--- config.mk ---
export PLATFORM = sky130hd
export DESIGN_NAME = exchange_sort_engine_unit
export DESIGN_NICKNAME = d
export VERILOG_FILES = /design/src/rtl/core/esort_pkg.sv /design/src/rtl/core/esort_dp.sv /design/src/rtl/core/esort_ctrl.sv /design/src/rtl/core/exchange_sort_engine_unit.sv
export SDC_FILE = /design/constraint.sdc
export NUM_CORES = 2
export LEC_CHECK = 0
export ABC_AREA = 0
export BUFFER_PORTS_ARGS = -buffer_cell sky130_fd_sc_hd__clkbuf_2
export CAP_MARGIN = 30
export CORE_ASPECT_RATIO = 1.4
export CORE_MARGIN = 10
export CORE_UTILIZATION = 45
export CTS_CLUSTER_DIAMETER = 60
export DETAILED_ROUTE_END_ITERATION = 6
export PLACE_DENSITY_LB_ADDON = 0.15
export SYNTH_ARGS = -nofsm -noshare
export SYNTH_HDL_FRONTEND = slang
export SYNTH_SLANG_ARGS = --single-unit
export TNS_END_PERCENT = 50
--- constraint.sdc ---
create_clock -name clk -period 6.25 [get_ports clk]
set_input_delay 0.3125 -clock clk [delete_from_list [all_inputs] [get_ports clk]]
set_output_delay 0.3125 -clock clk [all_outputs]
set_load 0.05 [all_outputs]
--- src/rtl/core/esort_pkg.sv ---
// ----------------------------------------------------------------------------
// esort_pkg
// Types and constants shared by the exchange sort controller, datapath and top unit.
// ----------------------------------------------------------------------------
package esort_pkg;

  localparam int MAX_ITEMS_DEFAULT = 64;

  typedef struct packed {
    logic signed [31:0] value;
    logic               last;
  } esort_item_t;

  typedef struct packed {
    logic signed [31:0] sorted_value;
    logic               final_res;
    logic               overflow;
  } esort_result_t;

  typedef enum logic [2:0] {
    ST_LOAD,
    ST_SORT_START,
    ST_I_LOAD,
    ST_J_RUN,
    ST_I_WB,
    ST_EMIT_START,
    ST_EMIT_SHOW
  } esort_state_t;

  typedef enum logic {
    WSEL_ITEM,
    WSEL_CUR
  } esort_wsel_t;

  typedef struct packed {
    logic        wr_en;
    esort_wsel_t wr_sel;
    logic        rd_en;
    logic        cur_load;
  } esort_cmd_t;

endpackage

--- src/rtl/core/esort_dp.sv ---
// ----------------------------------------------------------------------------
// esort_dp
// Element store, running register for the position under sort, and the
// signed comparator that decides each exchange.
// ----------------------------------------------------------------------------
module esort_dp
  import esort_pkg::*;
#(
  parameter int MAX_ITEMS = MAX_ITEMS_DEFAULT,
  parameter int AW        = $clog2(MAX_ITEMS)
) (
  input  logic               clk,
  input  esort_cmd_t         cmd,
  input  logic [AW-1:0]      wr_addr,
  input  logic [AW-1:0]      rd_addr,
  input  logic signed [31:0] value,
  output logic               swap,
  output logic signed [31:0] rdata
);

  logic signed [31:0] mem [MAX_ITEMS];
  logic signed [31:0] cur;
  logic signed [31:0] wdata;

  assign wdata = (cmd.wr_sel == WSEL_ITEM) ? value : cur;

  // The earlier position is held in cur; a greater value there means the
  // pair is out of order and the two are exchanged.
  assign swap = cur > rdata;

  always_ff @(posedge clk) begin
    if (cmd.wr_en) begin
      mem[wr_addr] <= wdata;
    end
  end

  // The read register also serves as the output register while emitting,
  // so it only changes when a read is issued.
  always_ff @(posedge clk) begin
    if (cmd.rd_en) begin
      rdata <= mem[rd_addr];
    end
  end

  always_ff @(posedge clk) begin
    if (cmd.cur_load) begin
      cur <= rdata;
    end
  end

endmodule

--- src/rtl/core/esort_ctrl.sv ---
// ----------------------------------------------------------------------------
// esort_ctrl
// Sequencer for loading a set, the exchange sort passes and emission of the
// sorted words. Owns the fill count, drop flag and loop indices.
// ----------------------------------------------------------------------------
module esort_ctrl
  import esort_pkg::*;
#(
  parameter int MAX_ITEMS = MAX_ITEMS_DEFAULT,
  parameter int AW        = $clog2(MAX_ITEMS)
) (
  input  logic          clk,
  input  logic          rst,
  input  logic          item_valid,
  output logic          item_ready,
  input  logic          item_last,
  output logic          result_valid,
  input  logic          result_ready,
  output logic          result_final,
  output logic          result_overflow,
  input  logic          swap,
  output esort_cmd_t    cmd,
  output logic [AW-1:0] wr_addr,
  output logic [AW-1:0] rd_addr
);

  localparam int CW = AW + 1;

  esort_state_t  state;
  esort_state_t  state_next;
  logic [CW-1:0] fill;
  logic          dropped;
  logic [AW-1:0] i;
  logic [AW-1:0] j;
  logic [AW-1:0] k;

  logic          item_acc;
  logic          result_acc;
  logic          store_ok;
  logic [CW-1:0] fill_after;
  logic [CW-1:0] last_idx;
  logic          j_at_end;
  logic          i_at_end;
  logic          k_at_end;

  assign item_acc   = item_valid && item_ready;
  assign result_acc = result_valid && result_ready;
  assign store_ok   = fill < CW'(MAX_ITEMS);
  assign fill_after = store_ok ? fill + CW'(1) : fill;
  assign last_idx   = fill - CW'(1);
  assign j_at_end   = {1'b0, j} == last_idx;
  assign i_at_end   = ({1'b0, i} + CW'(1)) == last_idx;
  assign k_at_end   = {1'b0, k} == last_idx;

  assign result_final    = k_at_end;
  assign result_overflow = dropped;

  // Next state.
  always_comb begin
    state_next = state;
    case (state)
      ST_LOAD: begin
        if (item_acc && item_last) begin
          state_next = (fill_after >= CW'(2)) ? ST_SORT_START : ST_EMIT_START;
        end
      end
      ST_SORT_START: state_next = ST_I_LOAD;
      ST_I_LOAD:     state_next = ST_J_RUN;
      ST_J_RUN: begin
        if (j_at_end) begin
          state_next = ST_I_WB;
        end
      end
      ST_I_WB: begin
        state_next = i_at_end ? ST_EMIT_START : ST_I_LOAD;
      end
      ST_EMIT_START: state_next = ST_EMIT_SHOW;
      ST_EMIT_SHOW: begin
        if (result_acc && k_at_end) begin
          state_next = ST_LOAD;
        end
      end
      default: state_next = ST_LOAD;
    endcase
  end

  // Outputs and datapath commands.
  always_comb begin
    cmd          = '{wr_en: 1'b0, wr_sel: WSEL_CUR, rd_en: 1'b0, cur_load: 1'b0};
    wr_addr      = i;
    rd_addr      = i;
    item_ready   = 1'b0;
    result_valid = 1'b0;
    case (state)
      ST_LOAD: begin
        item_ready = 1'b1;
        cmd.wr_en  = item_valid && store_ok;
        cmd.wr_sel = WSEL_ITEM;
        wr_addr    = fill[AW-1:0];
      end
      ST_SORT_START: begin
        cmd.rd_en = 1'b1;
        rd_addr   = i;
      end
      ST_I_LOAD: begin
        cmd.cur_load = 1'b1;
        cmd.rd_en    = 1'b1;
        rd_addr      = i + AW'(1);
      end
      ST_J_RUN: begin
        cmd.wr_en    = swap;
        cmd.cur_load = swap;
        wr_addr      = j;
        cmd.rd_en    = !j_at_end;
        rd_addr      = j + AW'(1);
      end
      ST_I_WB: begin
        cmd.wr_en = 1'b1;
        wr_addr   = i;
        cmd.rd_en = !i_at_end;
        rd_addr   = i + AW'(1);
      end
      ST_EMIT_START: begin
        cmd.rd_en = 1'b1;
        rd_addr   = '0;
      end
      ST_EMIT_SHOW: begin
        result_valid = 1'b1;
        cmd.rd_en    = result_ready && !k_at_end;
        rd_addr      = k + AW'(1);
      end
      default: begin
        cmd.rd_en = 1'b0;
      end
    endcase
  end

  always_ff @(posedge clk) begin
    if (rst) begin
      state   <= ST_LOAD;
      fill    <= '0;
      dropped <= 1'b0;
      i       <= '0;
      j       <= '0;
      k       <= '0;
    end else begin
      state <= state_next;
      case (state)
        ST_LOAD: begin
          i <= '0;
          if (item_acc) begin
            fill <= fill_after;
            if (!store_ok) begin
              dropped <= 1'b1;
            end
          end
        end
        ST_I_LOAD: j <= i + AW'(1);
        ST_J_RUN: begin
          if (!j_at_end) begin
            j <= j + AW'(1);
          end
        end
        ST_I_WB: begin
          if (!i_at_end) begin
            i <= i + AW'(1);
          end
        end
        ST_EMIT_START: k <= '0;
        ST_EMIT_SHOW: begin
          if (result_acc) begin
            if (k_at_end) begin
              fill    <= '0;
              dropped <= 1'b0;
            end else begin
              k <= k + AW'(1);
            end
          end
        end
        default: begin
          k <= k;
        end
      endcase
    end
  end

`ifndef SYNTHESIS
  a_no_rw_clash: assert property (@(posedge clk) disable iff (rst)
    (cmd.wr_en && cmd.rd_en) |-> (wr_addr != rd_addr))
    else $error("store read and write hit the same entry");

  a_sides_apart: assert property (@(posedge clk) disable iff (rst)
    !(item_ready && result_valid))
    else $error("loading and emitting at once");

  a_fill_bound: assert property (@(posedge clk) disable iff (rst)
    fill <= CW'(MAX_ITEMS))
    else $error("fill count beyond capacity");

  a_j_after_i: assert property (@(posedge clk) disable iff (rst)
    (state == ST_J_RUN) |-> (j > i))
    else $error("inner index not beyond outer index");

  a_set_closes: assert property (@(posedge clk) disable iff (rst)
    (result_acc && k_at_end) |=> (fill == '0 && !dropped && state == ST_LOAD))
    else $error("set not cleared after its final word");
`endif

endmodule

--- src/rtl/core/exchange_sort_engine_unit.sv ---
// ----------------------------------------------------------------------------
// exchange_sort_engine_unit
// Loading: item_ready stays high, so a word is taken whenever one is offered.
// Sort of N >= 2 stored words runs a compare and write-back loop; a one-word set skips it.
// Emission: a first read of the store, then one word per cycle while the result side is ready.
// Sets do not overlap: no word is taken while a set is sorted or emitted.
// Synchronous reset empties the open set; the store needs no clearing pass.
// ----------------------------------------------------------------------------
module exchange_sort_engine_unit
  import esort_pkg::*;
#(
  parameter int MAX_ITEMS = MAX_ITEMS_DEFAULT
) (
  input  logic          clk,
  input  logic          rst,
  input  logic          item_valid,
  output logic          item_ready,
  input  esort_item_t   item,
  output logic          result_valid,
  input  logic          result_ready,
  output esort_result_t result
);

  localparam int AW = $clog2(MAX_ITEMS);

  esort_cmd_t         cmd;
  logic [AW-1:0]      wr_addr;
  logic [AW-1:0]      rd_addr;
  logic               swap;
  logic signed [31:0] rdata;
  logic               result_final;
  logic               result_overflow;

  esort_ctrl #(
    .MAX_ITEMS(MAX_ITEMS),
    .AW       (AW)
  ) u_ctrl (
    .clk            (clk),
    .rst            (rst),
    .item_valid     (item_valid),
    .item_ready     (item_ready),
    .item_last      (item.last),
    .result_valid   (result_valid),
    .result_ready   (result_ready),
    .result_final   (result_final),
    .result_overflow(result_overflow),
    .swap           (swap),
    .cmd            (cmd),
    .wr_addr        (wr_addr),
    .rd_addr        (rd_addr)
  );

  esort_dp #(
    .MAX_ITEMS(MAX_ITEMS),
    .AW       (AW)
  ) u_dp (
    .clk    (clk),
    .cmd    (cmd),
    .wr_addr(wr_addr),
    .rd_addr(rd_addr),
    .value  (item.value),
    .swap   (swap),
    .rdata  (rdata)
  );

  always_comb begin
    result.sorted_value = rdata;
    result.final_res    = result_final;
    result.overflow     = result_overflow;
  end

endmodule
==> reports/qor.csv <==
metric;value;unit
drt_pass1_iterations;5;
synth_top_area_cell;edfxtp_1;
synth.most_common_cell;edfxtp_1;
ys_types;73;
power_leakage;0.0309;uW
period_needed;5.56;ns
grt_util_met1;0.287;
maxCapViolations;0;
cts_root_buf;clkbuf_16;
worstPathArrival;6.02;ns
dpl.hpwl;141000;um
ant_nets;0;
ys_ff_latch;2141;
grt_max_degree;117;
grt_overflow_total;0;
drc;0;
grt_usage;0.228;
slew_viol_final;0;
vias;50700;
synth_area_leaders;edfxtp_1, nand2_1, mux2i_1;
syn_inst;5773;
p_per_area;570;nW/um^2
fin_skew;0.0308;ns
final_cell_area;95500;um^2
p_switching;22000;uW
clock-sinks;2141;
boundaryPins;73;
yosys.area.top_type_share;0.749;
routed_wl;243000;um
avgViaCountPerCell;5.94;
internal_power;32400;uW
slew_headroom;0.199;
hold_viol;0;
use_met3;0.0301;
worst_setup_path_start_kind;flip-flop;
seq_area_frac_synth;0.755;
hold_path.class;in2reg;
die_w;387;um
status;finished, final reports clean;
cts_tree;done;
placed_area;89100;um^2
tightest_slew;1.20;ns
rsz0062_at_grt;false;
drt_iter0_markers;4536;
synth_async_sr_flop_share;0;
grt_use_met2;0.400;
grt_pass1_vias;49800;
grt_pass1_wl;350000;um
clk_path_buf_depth;3;
cp.required;6.71;ns
holdWs;0.0919;ns
area_growth;12.7;%
period_share;0.890;
place_congestion;0.877;
finalWorstSetupSlack;0.690;ns
setup_viol;0;
synth_flop_cell;edfxtp_1;
pre_cts_ws;0.708;ns
grt_busiest_layer;met2;
antenna_found_initial;5;
synth_edf_count;2112;
tns;0;ns
synth_common_cells;edfxtp_1, nand2_1, mux2i_1;
path_class;reg2reg;
wire_per_inst;28.5;um
clock_latency;0.84;ns
fin_nets;5979;
synth_area;84700;um^2
crit_fanout;19;
core-area;187000;um^2
max_freq;180;MHz
synth.avg_cell_area;14.7;um^2
endpoint_kind;flip-flop;
vdd_drop_max;0.469;mV
rows;188;
ys_warn_count;0;
swShare;0.404;
cts_max_level;4;
dieArea;206000;um^2
layout-drive-gt1-share;0.114;
cts_buffers;193;
die_y;533;um
final_core_util;0.510;
pwr-share-comb;0.398;
path_clk_slew;0.07;ns
port_buffers;72;
p_clk_frac;0.218;
initial_core_util;0.452;
pwr-share-seq;0.384;
synth_nets;5847;
## stage by stage
stage / instances / power (uW)
6_report: 8537 / 54400
5_1_grt: 8535 / 56500
4_1_cts: 8534 / 54600
3_5_place_dp: 8171 / 42800
3_3_place_gp: 8162 / 42400
2_1_floorplan: 5773 / 33100
## registers in the layout (all words and copies together) (netlist names)
signal                  count
u_dp.mem                 2048
u_dp.cur                   32
u_dp.rdata                 32
u_ctrl.fill                 7
u_ctrl.i                    6
u_ctrl.j                    6
u_ctrl.k                    6
u_ctrl.state                3
u_ctrl.result_overflow      1
## power groups by stage
stage               Sequential (uW)  Combinational, uW  Clock, uW
finish                        20900              21700      11900
global route                  20900              23000      12600
CTS                           20900              21700      12000
detailed placement            21200              21700          0
global placement              21200              21300          0
floorplan                     21600              11500          0
## worst max-delay path, cell delays in order (launching register included)
cell	delay, ns
dfxtp_1	0.58
buf_4	0.30
and2_1	0.30
nand2_1	0.47
o22ai_1	0.50
a211o_1	0.34
or2_2	0.42
buf_4	0.40
a31oi_1	0.16
or4_1	0.70
a32oi_1	0.95
## final cells by class
type | count | area, um^2
diodes | 3 | 7.51
clock inverters | 109 | 1090
repair buffers | 310 | 2750
well taps | 2470 | 3090
inverters | 47 | 176
multi-input cells | 3212 | 19200
flip-flops and latches | 2141 | 64000
clock buffers | 245 | 5140
fillers | 15600 | 91800
## logic make-up after synthesis
kind of cell | Yosys count | synth area share
AOI/OAI and AO/OA | 672 | 0.0629
xor gates and xnor gates | 40 | 0.00422
adders and majority gates | 37 | 0.00546
buffers and inverters | 420 | 0.0234
DFF | 2141 | 0.755
muxes | 372 | 0.0440
and+or+nand+nor | 2091 | 0.105
## cells in the final DEF, fill, tap and decap left out, types with 64 or more instances in the layout
cell | synthesis | routed
nand2_1 | 1450 | 1418
buf_4 | 34 | 183
mux2i_1 | 372 | 372
a31oi_1 | 153 | 153
nand4_1 | 71 | 71
clkbuf_16 | 0 | 198
nand3_1 | 362 | 362
clkbuf_2 | 0 | 72
a32oi_1 | 341 | 341
nor3_2 | 0 | 64
edfxtp_1 | 2112 | 2112
## per-layer routing
layer / wire length, um / vias to the layer above
li1: - / 22300
met1: 96000 / 26100
met2: 124000 / 1790
met3: 14000 / 432
met4: 8750 / 2
met5: 13 / -
## repair_timing
action / CTS / global route
buffers inserted: 0 / 0
endpoints found under the hold margin: 41 / 0
hold buffers: 9 / 0
setup endpoints to repair: 0 / 0
gates resized for setup: 0 / 0
## final timing paths
check                                        to       startpoint  depth (start not counted)  slack (ns)
worst max-delay path             u_dp.rdata[19]  u_ctrl.state[1]                         10        0.69
worst min-delay path            u_dp.mem[33][8]          item[9]                          3        0.09
worst max register to register   u_dp.rdata[19]  u_ctrl.state[1]                         10        0.69
worst min register to register      u_dp.cur[7]    u_dp.rdata[7]                          0        0.49
No activity file was read; power rests on OpenSTA's default activity.
